## src/design/iamp_pkg.sv

```systemverilog
`default_nettype none

package iamp_pkg;

	localparam logic [7:0] CH_DOT   = 8'h2E;
	localparam logic [7:0] CH_SLASH = 8'h2F;
	localparam logic [7:0] CH_ZERO  = 8'h30;
	localparam logic [7:0] CH_NINE  = 8'h39;

	localparam logic [9:0]  OCTET_MAX   = 10'd255;
	localparam logic [13:0] OCTET_SAT   = 14'd1023;
	localparam logic [9:0]  PREFIX_SAT  = 10'd63;
	localparam logic [5:0]  PREFIX_FULL = 6'd32;
	localparam logic [4:0]  COUNT_SAT   = 5'd31;
	localparam logic [2:0]  OCTET_LAST  = 3'd3;
	localparam logic [2:0]  OCTET_COUNT = 3'd4;

	// Progress through one dotted quad, together with the word being built.
	typedef struct packed {
		logic [2:0]  idx;
		logic [2:0]  dcnt;
		logic [9:0]  acc;
		logic [31:0] word;
		logic        err;
	} oct_t;

	typedef struct packed {
		logic        valid_res;
		logic [31:0] address;
		logic [31:0] mask;
	} res_t;

	function automatic logic is_digit(input logic [7:0] c);
		return (c >= CH_ZERO) && (c <= CH_NINE);
	endfunction

	function automatic oct_t oct_store(input oct_t s);
		oct_t r;
		r = s;
		if ((s.acc > OCTET_MAX) || (s.idx > OCTET_LAST)) begin
			r.err = 1'b1;
		end else begin
			unique case (s.idx[1:0])
				2'd0: r.word[31:24] = s.word[31:24] | s.acc[7:0];
				2'd1: r.word[23:16] = s.word[23:16] | s.acc[7:0];
				2'd2: r.word[15:8]  = s.word[15:8]  | s.acc[7:0];
				default: r.word[7:0] = s.word[7:0] | s.acc[7:0];
			endcase
			r.idx = s.idx + 3'd1;
		end
		r.dcnt = 3'd0;
		r.acc  = 10'd0;
		return r;
	endfunction

	function automatic oct_t oct_char(input oct_t s, input logic [7:0] c);
		oct_t        r;
		logic [13:0] v;
		r = s;
		v = 14'(s.acc) * 14'd10 + {10'b0, c[3:0]};
		if (s.err) begin
			r = s;
		end else if ((s.idx > OCTET_LAST) || (s.dcnt > OCTET_LAST)) begin
			r.err = 1'b1;
		end else if (c != CH_DOT) begin
			if (is_digit(c)) begin
				r.acc = (v > OCTET_SAT) ? OCTET_SAT[9:0] : v[9:0];
			end else begin
				r.err = 1'b1;
			end
			r.dcnt = s.dcnt + 3'd1;
		end else begin
			r = oct_store(s);
		end
		return r;
	endfunction

	// A pending octet is stored, and fewer than four octets is an error.
	function automatic oct_t oct_end(input oct_t s);
		oct_t r;
		r = s;
		if (!r.err && (r.dcnt != 3'd0)) begin
			r = oct_store(r);
		end
		if (!r.err && (r.idx < OCTET_COUNT)) begin
			r.err = 1'b1;
		end
		return r;
	endfunction

endpackage

`default_nettype wire

```

## src/design/iamp_parse.sv

```systemverilog
`default_nettype none

module iamp_parse import iamp_pkg::*; #(
	parameter logic [4:0] ADDR_MAX = 5'd15,
	parameter logic [4:0] MASK_MAX = 5'd31
) (
	input  wire logic       clk,
	input  wire logic       arst_n,
	input  wire logic       go,
	input  wire logic [7:0] ch,
	input  wire logic       last,
	output res_t            res
);

	logic        in_mask_q;
	logic [2:0]  idx_q;
	logic [2:0]  dcnt_q;
	logic [9:0]  acc_q;
	logic [31:0] addr_word_q;
	logic [31:0] mask_word_q;
	logic [4:0]  acnt_q;
	logic [4:0]  mcnt_q;
	logic        has_dot_q;
	logic [5:0]  pacc_q;
	logic        aerr_q;
	logic        derr_q;
	logic        perr_q;

	oct_t        a_cur;
	oct_t        m_cur;
	oct_t        a_nx;
	oct_t        m_nx;
	oct_t        a_fin;
	oct_t        m_fin;
	logic        in_mask_nx;
	logic [4:0]  acnt_nx;
	logic [4:0]  mcnt_nx;
	logic        has_dot_nx;
	logic [5:0]  pacc_nx;
	logic        perr_nx;
	logic [9:0]  pv;
	logic        ok;
	logic [31:0] mask_val;

	always_comb begin
		a_cur = '{idx: idx_q, dcnt: dcnt_q, acc: acc_q, word: addr_word_q, err: aerr_q};
		m_cur = '{idx: idx_q, dcnt: dcnt_q, acc: acc_q, word: mask_word_q, err: derr_q};
		a_nx       = a_cur;
		m_nx       = m_cur;
		in_mask_nx = in_mask_q;
		acnt_nx    = acnt_q;
		mcnt_nx    = mcnt_q;
		has_dot_nx = has_dot_q;
		pacc_nx    = pacc_q;
		perr_nx    = perr_q;
		pv         = 10'(pacc_q) * 10'd10 + {6'b0, ch[3:0]};

		if (!in_mask_q) begin
			if (ch == CH_SLASH) begin
				if (acnt_q > ADDR_MAX) begin
					a_nx.err = 1'b1;
				end
				a_nx = oct_end(a_nx);
				// The shared octet counters start afresh for the mask.
				m_nx.idx  = 3'd0;
				m_nx.dcnt = 3'd0;
				m_nx.acc  = 10'd0;
				in_mask_nx = 1'b1;
			end else begin
				if (acnt_q < COUNT_SAT) begin
					acnt_nx = acnt_q + 5'd1;
				end
				a_nx = oct_char(a_cur, ch);
				m_nx.idx  = a_nx.idx;
				m_nx.dcnt = a_nx.dcnt;
				m_nx.acc  = a_nx.acc;
			end
		end else if (mcnt_q < MASK_MAX) begin
			mcnt_nx = mcnt_q + 5'd1;
			if (ch == CH_DOT) begin
				has_dot_nx = 1'b1;
			end else if (is_digit(ch)) begin
				pacc_nx = (pv > PREFIX_SAT) ? PREFIX_SAT[5:0] : pv[5:0];
			end else begin
				perr_nx = 1'b1;
			end
			m_nx = oct_char(m_cur, ch);
		end

		a_fin = oct_end(a_nx);
		m_fin = oct_end(m_nx);
		mask_val = ~(32'hFFFF_FFFF >> pacc_nx);

		if (!in_mask_nx) begin
			ok = !a_fin.err;
			res.mask = 32'd0;
		end else if (has_dot_nx) begin
			ok = !a_nx.err && !m_fin.err;
			res.mask = m_fin.word;
		end else begin
			ok = !a_nx.err && !perr_nx && (pacc_nx <= PREFIX_FULL);
			res.mask = (pacc_nx > PREFIX_FULL) ? 32'd0 : mask_val;
		end
		res.valid_res = ok;
		res.address   = ok ? (in_mask_nx ? a_nx.word : a_fin.word) : 32'd0;
		if (!ok) begin
			res.mask = 32'd0;
		end
	end

	always_ff @(posedge clk or negedge arst_n) begin
		if (!arst_n) begin
			in_mask_q   <= 1'b0;
			idx_q       <= 3'd0;
			dcnt_q      <= 3'd0;
			acc_q       <= 10'd0;
			addr_word_q <= 32'd0;
			mask_word_q <= 32'd0;
			acnt_q      <= 5'd0;
			mcnt_q      <= 5'd0;
			has_dot_q   <= 1'b0;
			pacc_q      <= 6'd0;
			aerr_q      <= 1'b0;
			derr_q      <= 1'b0;
			perr_q      <= 1'b0;
		end else if (go && last) begin
			in_mask_q   <= 1'b0;
			idx_q       <= 3'd0;
			dcnt_q      <= 3'd0;
			acc_q       <= 10'd0;
			addr_word_q <= 32'd0;
			mask_word_q <= 32'd0;
			acnt_q      <= 5'd0;
			mcnt_q      <= 5'd0;
			has_dot_q   <= 1'b0;
			pacc_q      <= 6'd0;
			aerr_q      <= 1'b0;
			derr_q      <= 1'b0;
			perr_q      <= 1'b0;
		end else if (go) begin
			in_mask_q   <= in_mask_nx;
			idx_q       <= in_mask_q ? m_nx.idx  : m_nx.idx;
			dcnt_q      <= m_nx.dcnt;
			acc_q       <= m_nx.acc;
			addr_word_q <= a_nx.word;
			mask_word_q <= m_nx.word;
			acnt_q      <= acnt_nx;
			mcnt_q      <= mcnt_nx;
			has_dot_q   <= has_dot_nx;
			pacc_q      <= pacc_nx;
			aerr_q      <= a_nx.err;
			derr_q      <= m_nx.err;
			perr_q      <= perr_nx;
		end
	end

endmodule

`default_nettype wire

```

## src/design/ipv4_address_mask_parser_unit.sv

```systemverilog
// IPv4 address and mask parser.
// An address string such as "10.1.2.3/24" or "10.1.2.3/255.255.0.0" enters one
// character per word on the item channel (ch, with last set on the final
// character). One result word per string leaves on the result channel: valid_res,
// address and mask, both zero when the string is malformed.
// Both channels use valid and stall; a word moves at a clock edge where valid is
// high and stall is low.
// A character is registered on entry and parsed from that register; once the final
// character is parsed, its result is registered and res_valid rises. One character is
// accepted every cycle while item_stall is low; the rate is set by the single parse
// stage, whose per-character update is a short add, compare and octet insert.
// The item channel stalls only when a final character is waiting to be parsed
// while the result register is full and the result channel is stalled; ordinary
// characters keep flowing. A stalled result holds its value.
// Reset clears all parse state and empties both registers.
`default_nettype none

module ipv4_address_mask_parser_unit import iamp_pkg::*; #(
	parameter int ADDR_PART_MAX = 15,
	parameter int MASK_PART_MAX = 31
) (
	input  wire logic        clk,
	input  wire logic        arst_n,
	input  wire logic        item_valid,
	output      logic        item_stall,
	input  wire logic [7:0]  ch,
	input  wire logic        last,
	output      logic        res_valid,
	input  wire logic        res_stall,
	output      logic        valid_res,
	output      logic [31:0] address,
	output      logic [31:0] mask
);

	localparam logic [4:0] ADDR_MAX = 5'(ADDR_PART_MAX);
	localparam logic [4:0] MASK_MAX = 5'(MASK_PART_MAX);

	logic       vld_s1;
	logic [7:0] ch_s1;
	logic       last_s1;
	logic       go;
	res_t       res;
	logic       res_valid_q;
	res_t       res_q;

	assign item_stall = vld_s1 && last_s1 && res_valid_q && res_stall;
	assign go         = vld_s1 && !item_stall;

	always_ff @(posedge clk or negedge arst_n) begin
		if (!arst_n) begin
			vld_s1 <= 1'b0;
		end else if (!item_stall) begin
			vld_s1 <= item_valid;
		end
	end

	always_ff @(posedge clk) begin
		if (item_valid && !item_stall) begin
			ch_s1   <= ch;
			last_s1 <= last;
		end
	end

	iamp_parse #(
		.ADDR_MAX(ADDR_MAX),
		.MASK_MAX(MASK_MAX)
	) u_parse (
		.clk   (clk),
		.arst_n(arst_n),
		.go    (go),
		.ch    (ch_s1),
		.last  (last_s1),
		.res   (res)
	);

	always_ff @(posedge clk or negedge arst_n) begin
		if (!arst_n) begin
			res_valid_q <= 1'b0;
		end else if (go && last_s1) begin
			res_valid_q <= 1'b1;
		end else if (!res_stall) begin
			res_valid_q <= 1'b0;
		end
	end

	always_ff @(posedge clk) begin
		if (go && last_s1) begin
			res_q <= res;
		end
	end

	assign res_valid = res_valid_q;
	assign valid_res = res_q.valid_res;
	assign address   = res_q.address;
	assign mask      = res_q.mask;

endmodule

`default_nettype wire

```

## config.mk

```make
export PLATFORM = sky130hd
export DESIGN_NAME = ipv4_address_mask_parser_unit
export DESIGN_NICKNAME = d
export VERILOG_FILES = /design/src/design/iamp_pkg.sv /design/src/design/iamp_parse.sv /design/src/design/ipv4_address_mask_parser_unit.sv
export SDC_FILE = /design/constraint.sdc
export NUM_CORES = 1
export LEC_CHECK = 0
export BUFFER_PORTS_ARGS = -buffer_cell sky130_fd_sc_hd__buf_4
export CAP_MARGIN = 15
export CORE_AREA = 2 2 194 196
export CTS_CLUSTER_DIAMETER = 80
export CTS_CLUSTER_SIZE = 8
export DETAILED_ROUTE_END_ITERATION = 8
export DIE_AREA = 0 0 196 198
export GPL_TIMING_DRIVEN = 0
export PLACE_DENSITY_LB_ADDON = 0.1
export SLEW_MARGIN = 0
export SYNTH_ARGS = -nofsm -noshare
export SYNTH_HDL_FRONTEND = slang
export SYNTH_SLANG_ARGS = --single-unit
```

## constraint.sdc

```tcl
create_clock -name clk -period 5.23 [get_ports clk]
set_input_delay 1.569 -clock clk [delete_from_list [all_inputs] [get_ports clk]]
set_output_delay 1.569 -clock clk [all_outputs]
set_load 0.01 [all_outputs]
```

# == Yosys cells after proc, flatten, opt, wreduce, memory -nomap -nowiden ==
# Cells that the tools add are included.
# classes
multipliers,2
add_sub_neg,8
n_mux,109
n_bitwise,17
n_eq_ne,12
reduce_logical,46
order_cmp,19
shift,1
# ops
op,n
49-bit 2-to-1 mux,10
32-bit 2-to-1 mux,13
8-bit 2-to-1 mux,16
8-bit bitwise OR,16
48-bit 2-to-1 mux,2
5-bit 2-to-1 mux,9
6-bit 2-to-1 mux,7
10-bit 2-to-1 mux,4
1-bit 2-to-1 mux,36
33-bit 2-to-1 mux,1
16-bit 2-to-1 mux,2
32-bit NOT,1
32-bit by 6-bit right shift with 32-bit output (first input constant),1
10-bit by 8-bit > comparator with 1-bit output (second input constant),3
3-bit 2-to-1 mux,8
8-bit by 6-bit equality test with 1-bit output (second input constant),2
1-bit logical AND,16
14-bit by 4-bit adder with 14-bit output,1
14-bit by 10-bit > comparator with 1-bit output (second input constant),1
10-bit by 3-bit multiplier with 13-bit output (second input constant),1
13-bit 2-to-1 mux,1
3-bit by 1-bit adder with 3-bit output (second input constant),4
3-bit by 2-bit > comparator with 1-bit output (second input constant),4
10-bit by 4-bit adder with 10-bit output,1
24 further kinds,54
# totals
out_inout_bits,67
ff_bits,177
inputBits,13

# == Depth between registers and ports, before layout ==
# Gate-level depths: netlist of run 1.
# depth
ltp_word,25
ltp_mapped,19

# == Cells and area by module ==
# From an unflattened synthesis of run 1, not the netlist that was laid out.
# hier_totals
cells_unflattened,1070
area_unflattened_um2,10372.4
# modules_own_cells
mod,cells_per_inst,area_per_inst_um2,n_inst
iamp_parse,984,8051.5,1
ipv4_address_mask_parser_unit,86,2321.0,1

# == Worst setup path after synthesis of run 1 ==
# No wires, ideal clock.
# synth_path
path_type,input to register
from,in res_stall
to,"reg res_q (netlist bit address[0]), enable pin"
setup_ns,0.455
path_stages,5
arrival_time_ns,4.197
path_slack_ns,0.578
t_required_ns,4.775
n_path_buf,2
path_cell_list,nand2_1 -> nand3_1 -> inv_1 -> clkbuf_1 -> clkbuf_1
# synth_between
elab_chain_len,4
# synth_lines
element,line,source
start: declaration,ipv4_address_mask_parser_unit.sv:29,"input wire logic res_stall,"
1-bit logical AND,ipv4_address_mask_parser_unit.sv:46,assign item_stall = vld_s1 && last_s1 && res_valid_q && res_stall;
1-bit logical NOT,ipv4_address_mask_parser_unit.sv:47,assign go = vld_s1 && !item_stall;
1-bit logical AND,ipv4_address_mask_parser_unit.sv:47,
1-bit logical AND,ipv4_address_mask_parser_unit.sv:87,if (go && last_s1) begin
end signal: assignment,ipv4_address_mask_parser_unit.sv:88,res_q <= res;
end: declaration,ipv4_address_mask_parser_unit.sv:44,res_t res_q;
# Every way passes these cells.
# A chain may end at the register's enable or synchronous reset.

# == Worst setup path in the final report of run 1 ==
# layout_path
from,reg u_parse.acc_q[1]
to,reg res_q (netlist bit mask[21]) (data pin)
# layout_between
elab_chain_len,22
elab_cells_between_ends,72
classes_between,add/sub (3); mul (1); order compare (9); eq/ne (1); mux (38); bitwise (1); reduce/logical (19)
# layout_lines
element,line,source
start: declaration,iamp_parse.sv:18,logic [9:0] acc_q;
start signal: assignment,iamp_parse.sv:144,acc_q <= m_nx.acc;
10-bit by 3-bit multiplier with 13-bit output,iamp_pkg.sv:60,"v = 14'(s.acc) * 14'd10 + {10'b0, c[3:0]};"
14-bit by 4-bit adder with 14-bit output,iamp_pkg.sv:60,
14-bit by 10-bit > comparator with 1-bit output,iamp_pkg.sv:67,r.acc = (v > OCTET_SAT) ? OCTET_SAT[9:0] : v[9:0];
10-bit 2-to-1 mux,iamp_pkg.sv:67,
10-bit 2-to-1 mux,iamp_pkg.sv:66,if (is_digit(c)) begin
13-bit 2-to-1 mux,iamp_pkg.sv:65,end else if (c != CH_DOT) begin
48-bit 2-to-1 mux,iamp_pkg.sv:63,end else if ((s.idx > OCTET_LAST) || (s.dcnt > OCTET_LAST)) begin
49-bit 2-to-1 mux,iamp_pkg.sv:61,if (s.err) begin
[6 not listed],n/a,
3-bit < comparator / 1-bit logical NOT (equally long branches),iamp_pkg.sv:85,if (!r.err && (r.idx < OCTET_COUNT)) begin
1-bit logical AND,iamp_pkg.sv:85,
1-bit 2-to-1 mux,iamp_pkg.sv:85,
1-bit logical NOT,iamp_parse.sv:98,ok = !a_nx.err && !m_fin.err;
1-bit logical AND,iamp_parse.sv:98,
1-bit 2-to-1 mux,iamp_parse.sv:97,end else if (has_dot_nx) begin
1-bit 2-to-1 mux,iamp_parse.sv:94,if (!in_mask_nx) begin
2-bit AND reduction (no source line),n/a,
# Several ways; a longest one is shown, not always the timed one. The select of a mux whose other input is x is not followed.

==> results of run 1 <==
## per-layer routing
layer | up-vias | part of all wire
met5 | - | 0
met4 | 0 | 0.026
met3 | 55 | 0.051
met2 | 339 | 0.45
met1 | 4948 | 0.47
li1 | 4672 | -
## synth_stat cells (18+ instances only)
cell and count:
nand2_1 85, nor3_1 26, nor2_1 173, ha_1 44
a21oi_1 173, inv_1 30, clkbuf_1 61, dfrtp_1 103
nand3_1 42, edfxtp_1 74, o21ai_0 51, a221oi_1 26
and2_1 18, and3_1 23
## through the flow
stage | power (mW) | area (um2) | util | TNS (ns) | instances
CTS | 3.85 | 12700 | 0.344 | 0 | 1791
detailed placement | 2.54 | 12100 | 0.328 | 0 | 1759
finish | 3.83 | 12800 | 0.345 | 0 | 1793
global route | 4.02 | 12800 | 0.345 | 0 | 1793
floorplan | 2.21 | 10900 | - | 0 | 1204
global placement | 2.54 | 12100 | 0.327 | -145.02 | 1757
## sequential cells by signal, indices dropped and copies added, names as in the netlist, 3 cells and up
register and count:
u_parse.idx_q 3, u_parse.dcnt_q 3, u_parse.mcnt_q 5, ch_s1 8, u_parse.acnt_q 5, u_parse.addr_word_q 32, mask 32, u_parse.acc_q 10
address 32, u_parse.mask_word_q 32, u_parse.pacc_q 6
## final cells by class
class,count,area (um2)
well taps,474,593
clock buffers,18,429
inverters,31,116
multi-input cells,914,5630
repair buffers,83,672
fillers,3890,24200
plain buffers,82,364
clock inverters,14,148
flip-flops and latches,177,4800
## report_power, final
group	switching [mW]	total, mW	internal, mW
logic	0.633	0.926	0.293
registers	0.0818	1.60	1.51
clock network	0.638	1.31	0.673
total	1.35	3.83	2.48
## cell families (layout without fill, tap and decap cells)
| logic type | count (synthesis) | in the layout | synth area share |
|---|---|---|---|
| compound gates | 413 | 413 | 0.250 |
| xor+xnor | 16 | 16 | 0.0129 |
| fa+ha+maj | 48 | 48 | 0.0579 |
| buf+inv | 113 | 228 | 0.0438 |
| flops | 177 | 177 | 0.441 |
| mux | 5 | 5 | 0.00482 |
| simple gates | 432 | 432 | 0.190 |
## worst max-delay path by stage
stage                           from  cells after the start  slack [ns]          end
floorplan                  res_stall                      5        0.58   address[0]
global placement           res_stall                      6       -1.98  address[12]
detailed placement  u_parse.idx_q[0]                     17        0.18   address[2]
CTS                 u_parse.idx_q[0]                     17        0.14   address[2]
global route        u_parse.acc_q[3]                     12        0.02     mask[13]
finish              u_parse.acc_q[1]                     12        0.30     mask[21]
## tightest hold or removal path, stage by stage (launching register included)
cell and delay, ns:
dfrtp_1 0.34, a21oi_1 0.04, nor2_1 0.07
## timing repair
action	CTS	global route
setup endpoints to repair	0	30
buffers inserted	0	2
gates resized for setup	0	2
==> impl_metrics.py, run 1 <==
metrics = {
    "setup_path": {
        "critical_path.max_fanout": 10,
        "arrival_ns": 5.24,
        "critPathSlowestCell": "o31ai_1",
        "criticalPathCategory": "reg -> reg",
        "max_stage_delay_ns": 0.85,
        "worstPathCellList": "ha_1 -> ha_1 -> fa_1 -> xor2_1 -> o2111ai_1 -> nor4b_1 -> nor2_1 -> mux2i_1 -> nor3_1 -> o31ai_1 -> a311oi_1 -> nor2_1",
        "critPathBufInv": 0,
        "reg2reg_depth": 12,
        "r2r_start": "u_parse.acc_q[1]",
        "required_ns": 5.54,
        "cp-start-kind": "flop",
        "setup.worst_path.end_class": "flop",
        "reg2reg_to": "mask[21]",
        "rrSetupSlack_ns": 0.30,
        "cpLargestDelayFamily": "compound AO/OA/AOI/OAI gates",
    },
    "clock_network": {
        "clk_latency_ns": 0.46,
        "clk_pin_slew_ns": 0.08,
        "cts_made_buffers": 17,
        "root_buffer": "clkbuf_16",
        "tritoncts": "yes",
        "clock_sinks": 177,
        "cts.htree.levels": 4,
        "cts_buffer_depth": 2,
        "cts_hold_buffers": 0,
    },
    "sta": {
        "whs_ns": 0.492,
        "hold_violations": 0,
        "finalSetupViolations": 0,
        "finClkSkew_ns": 0.0165,
        "slew_violations": 0,
        "setup_slack_ns": 0.299,
        "maxSlewHeadroom": 0.272,
        "rsz0062_at_grt": "false",
        "tightest_slew_ns": 1.08,
        "max_freq_ghz": 0.203,
        "fin_crit_sh": 0.943,
        "period_needed_ns": 4.93,
    },
    "synth": {
        "synth-edff-count": 74,
        "syn_area_per_cell_um2": 9.05,
        "ys_types": 92,
        "ys_warn_count": 0,
        "ys.flop_type": "dfrtp_1",
        "yosysTopAreaCellShare": 0.237,
        "yosysSeqAreaShare": 0.441,
        "yosysTopAreaCell": "dfrtp_1",
        "synthTopCellsByArea": "dfrtp_1 (24%), edfxtp_1 (20%), a21oi_1 (7.9%)",
        "syn_inst": 1204,
        "ys_ff_latch": 177,
        "synthArstFlopShare": 0.582,
        "synth_area_um2": 10900,
        "synthesis.nets": 1265,
    },
    "route": {
        "antenna_left": 0,
        "drc": 0,
        "first_pass_iters": 6,
        "wire_per_inst_um": 22.5,
        "first_iter_violations": 853,
        "routed_wl_um": 40400,
        "num_vias": 10000,
        "vias_per_cell": 5.59,
    },
    "global_routing": {
        "grt_use_total": 0.210,
        "grt_overflow": 0,
        "grt_first_pass_wirelength_um": 61100,
        "use_met2": 0.335,
        "grt_max_degree": 65,
        "use_met3": 0.0296,
        "grt_pass1_vias": 9727,
        "grt.busiest_layer": "met2",
        "met1_usage": 0.294,
        "antenna_found_initial": 0,
    },
    "die": {
        "rows": 71,
        "ios": 80,
        "start_util": 0.295,
        "die_w_um": 196,
        "die_area_um2": 38800,
        "core_um2": 37000,
        "dieHeight_um": 198,
    },
    "job": {
        "drv_cap": 0,
    },
    "worst_hold_path": {
        "holdPathStages": 2,
        "min_path_type": "reg -> reg",
        "min_to": "u_parse.mask_word_q[30]",
        "hp-start": "u_parse.mask_word_q[30]",
    },
    "placed_design": {
        "gp_congestion": 0.968,
        "post-place-ws_ns": 0.178,
        "portBuffers": 79,
        "place_hpwl_um": 30000,
    },
    "layout": {
        "final_common_cell": "nor2_1",
        "n_antenna_cell": 0,
        "final_net_count": 1367,
        "area_growth_pct": 17.1,
        "drive_above_1_share": 0.143,
        "final_cell_mix": "nor2_1 (173), a21oi_1 (172), dfrtp_1 (103)",
    },
    "power": {
        "leakage_nw": 5.10,
        "p_per_area_nw_per_um2": 301,
        "vdd_ir_drop_max_mv": 0.236,
    },
    "status": {
        "outcome": "finished clean",
    },
}
No activity file was read; power rests on OpenSTA's default activity.
==> run 2, diff against run 1 <==
- ABC_AREA: default -> 1
- CORE_AREA: 2 2 194 196 -> 2 2 198 200
- DIE_AREA: 0 0 196 198 -> 0 0 200 202
==> run 2 against run 1 <==
Net effect:
- maximum frequency increased by 8.5%
- critical path depth increased by 11
- first-iteration DRC count decreased by 3.0%
- final cell count increased by 18%
- synthesized area increased by 3.8%
- total power increased by 5.6%
- clock power increased by 5%
- design area increased by 3.8%
- combinational power increased by 16%
- clock skew increased by 0.0097 ns
- largest cell class unchanged
- largest power group unchanged
==> impl_metrics.py, run 2 <==
metrics = {
    "global_routing": {
        "antenna_found_initial": 0,
        "grt_max_degree": 84,
        "grt_overflow": 0,
        "grt_first_pass_wirelength_um": 59600,
        "grt_pass1_vias": 10100,
        "grt_use_total": 0.196,
    },
    "placed_design": {
        "post-place-ws_ns": 0.673,
        "gp_congestion": 0.883,
        "portBuffers": 79,
        "post_dp_cell_area_um2": 12600,
        "dp_cells": 2091,
        "place_hpwl_um": 29000,
    },
    "setup_path": {
        "arrival_ns": 4.74,
        "required_ns": 5.43,
        "critical_path.max_fanout": 8,
        "cpLargestDelayFamily": "simple AND/OR/NAND/NOR gates",
        "critPathSlowestCell": "dfrtp_1",
        "cp-start-kind": "flop",
        "setup.worst_path.end_class": "flop",
        "criticalPathCategory": "reg -> reg",
        "max_stage_delay_ns": 0.49,
        "worstPathCellList": "ha_1 -> ha_1 -> fa_1 -> nand2_1 -> nand3_1 -> nand3_1 -> nand2_1 -> nand2_1 -> nand2_1 -> nor2_1 -> nand2_1 -> nand2_1 -> nand2_1 -> nor2_2 -> nand3_1 -> o21ai_0 -> nand3_1 -> nand2_1 -> nand2_1 -> nand4_1 -> nand2_1 -> a21oi_1 -> nor2_4",
        "path_common_cell": "nand2_1",
        "critPathBufInv": 0,
    },
    "power": {
        "seqPwrFrac": 0.395,
        "p_switching_mw": 1.51,
        "p_per_area_nw_per_um2": 306,
        "total_power_mw": 4.05,
        "vdd_ir_drop_max_mv": 0.242,
        "comb_power_share": 0.265,
        "leakage_nw": 6.12,
        "internal-power_mw": 2.54,
        "swShare": 0.373,
        "clock_power_share": 0.340,
    },
    "synth": {
        "ys.flop_type": "dfrtp_1",
        "synthesis.nets": 1551,
        "yosysSeqAreaShare": 0.425,
        "yosysTopAreaCell": "dfrtp_1",
        "yosys-top-cells-count": "nand2_1 (365), inv_1 (211), nor2_1 (138)",
        "yosysTopAreaCellShare": 0.228,
        "ys_warn_count": 0,
        "syn_area_per_cell_um2": 7.59,
        "synth_area_um2": 11300,
        "ys_types": 48,
        "syn_inst": 1490,
        "yosysMostFrequentCell": "nand2_1",
        "synthArstFlopShare": 0.582,
        "synth-edff-count": 74,
        "synthTopCellsByArea": "dfrtp_1 (23%), edfxtp_1 (20%), nand2_1 (12%)",
        "ys_ff_latch": 177,
    },
    "clock_network": {
        "root_buffer": "clkbuf_16",
        "clk_pin_slew_ns": 0.08,
        "cts.htree.levels": 4,
        "cts_made_buffers": 17,
        "cts_buffer_depth": 2,
        "tritoncts": "yes",
        "clk_latency_ns": 0.46,
        "cts_resized": 0,
        "cts_hold_buffers": 0,
        "clock_sinks": 177,
        "post_cts_buffers": 0,
    },
    "die": {
        "rows": 72,
        "ios": 80,
        "core_um2": 38300,
        "die_w_um": 200,
        "die_area_um2": 40400,
        "dieHeight_um": 202,
        "start_util": 0.295,
    },
    "layout": {
        "seq_area_um2": 4800,
        "drive_above_1_share": 0.133,
        "final_net_count": 1653,
        "final_cell_mix": "nand2_1 (365), inv_1 (211), nor2_1 (138)",
        "layout.cells.non_filler": 2123,
        "area_growth_pct": 17.1,
        "final_area_um2": 13200,
        "n_antenna_cell": 0,
        "final_common_cell": "nand2_1",
        "multi_input_comb_area_um2": 5400,
        "fillCellCount": 4124,
    },
    "route": {
        "num_vias": 10300,
        "first_iter_violations": 827,
        "first_pass_iters": 7,
        "vias_per_cell": 4.83,
        "wire_per_inst_um": 18.0,
        "antenna_left": 0,
        "routed_wl_um": 38300,
        "drc": 0,
    },
    "sta": {
        "period_needed_ns": 4.54,
        "setup_slack_ns": 0.685,
        "maxSlewHeadroom": 0.236,
        "fin_crit_sh": 0.869,
        "slew_violations": 0,
        "rsz0062_at_grt": "false",
        "tightest_slew_ns": 1.13,
        "finalSetupViolations": 0,
        "hold_violations": 0,
        "finClkSkew_ns": 0.0262,
        "max_freq_ghz": 0.220,
        "whs_ns": 0.516,
    },
    "status": {
        "outcome": "finished clean",
    },
    "job": {
        "drv_cap": 0,
    },
    "worst_hold_path": {
        "min_path_type": "reg -> reg",
    },
}
run 2: kinds of logic after synthesis:
kind of cell,share of synthesized area
AND/OR/NAND/NOR,0.263
flip-flops,0.425
adder cells (fa/ha/maj),0.0558
buffers and inverters,0.0982
XOR/XNOR,0.00697
AO/OA/AOI/OAI,0.152
run 2: power by group through the flow:
stage	sequential, mW	combinational, mW	clock, mW
CTS	1.60	1.07	1.41
finish	1.60	1.07	1.38
global route	1.61	1.20	1.45
floorplan	1.61	0.703	0
detailed placement	1.63	1.06	0
global placement	1.63	1.05	0
run 2: worst paths after layout:
path                                    from                     end  slack [ns]  cells past startpoint
setup reg to reg            u_parse.acc_q[1]                mask[23]        0.69                     23
max in group asynchronous             arst_n  u_parse.mask_word_q[6]        3.52                      2
hold reg to reg            u_parse.mcnt_q[0]       u_parse.mcnt_q[0]        0.52                      1
min in group asynchronous             arst_n        u_parse.acc_q[8]        0.95                      1
hold / removal             u_parse.mcnt_q[0]       u_parse.mcnt_q[0]        0.52                      1
setup / recovery            u_parse.acc_q[1]                mask[23]        0.69                     23
run 2: cell type report:
type / count / area share
clock buffer: 18 / 0.0340
tap: 518 / 0.0490
buffer: 54 / 0.0183
timing repair buffer: 83 / 0.0502
sequential: 177 / 0.363
inverter: 232 / 0.0658
clock inverter: 14 / 0.0122
multi-input combinational: 1027 / 0.408
run 2: per-layer routing:
| metal | vias up | global-route usage | part of all wire |
|---|---|---|---|
| li1 | 5135 | - | - |
| met1 | 4842 | 0.272 | 0.47 |
| met2 | 247 | 0.322 | 0.48 |
| met3 | 28 | 0.0232 | 0.041 |
| met4 | 0 | 0.0511 | 0.018 |
| met5 | - | 0 | 0 |
run 2: stage by stage:
| stage | utilization | setup TNS, ns |
|---|---|---|
| after floorplan | - | 0 |
| after CTS | 0.346 | 0 |
| final | 0.346 | 0 |
| after global routing | 0.346 | 0 |
| after global placement | 0.328 | -123.84 |
| after detailed placement | 0.330 | 0 |
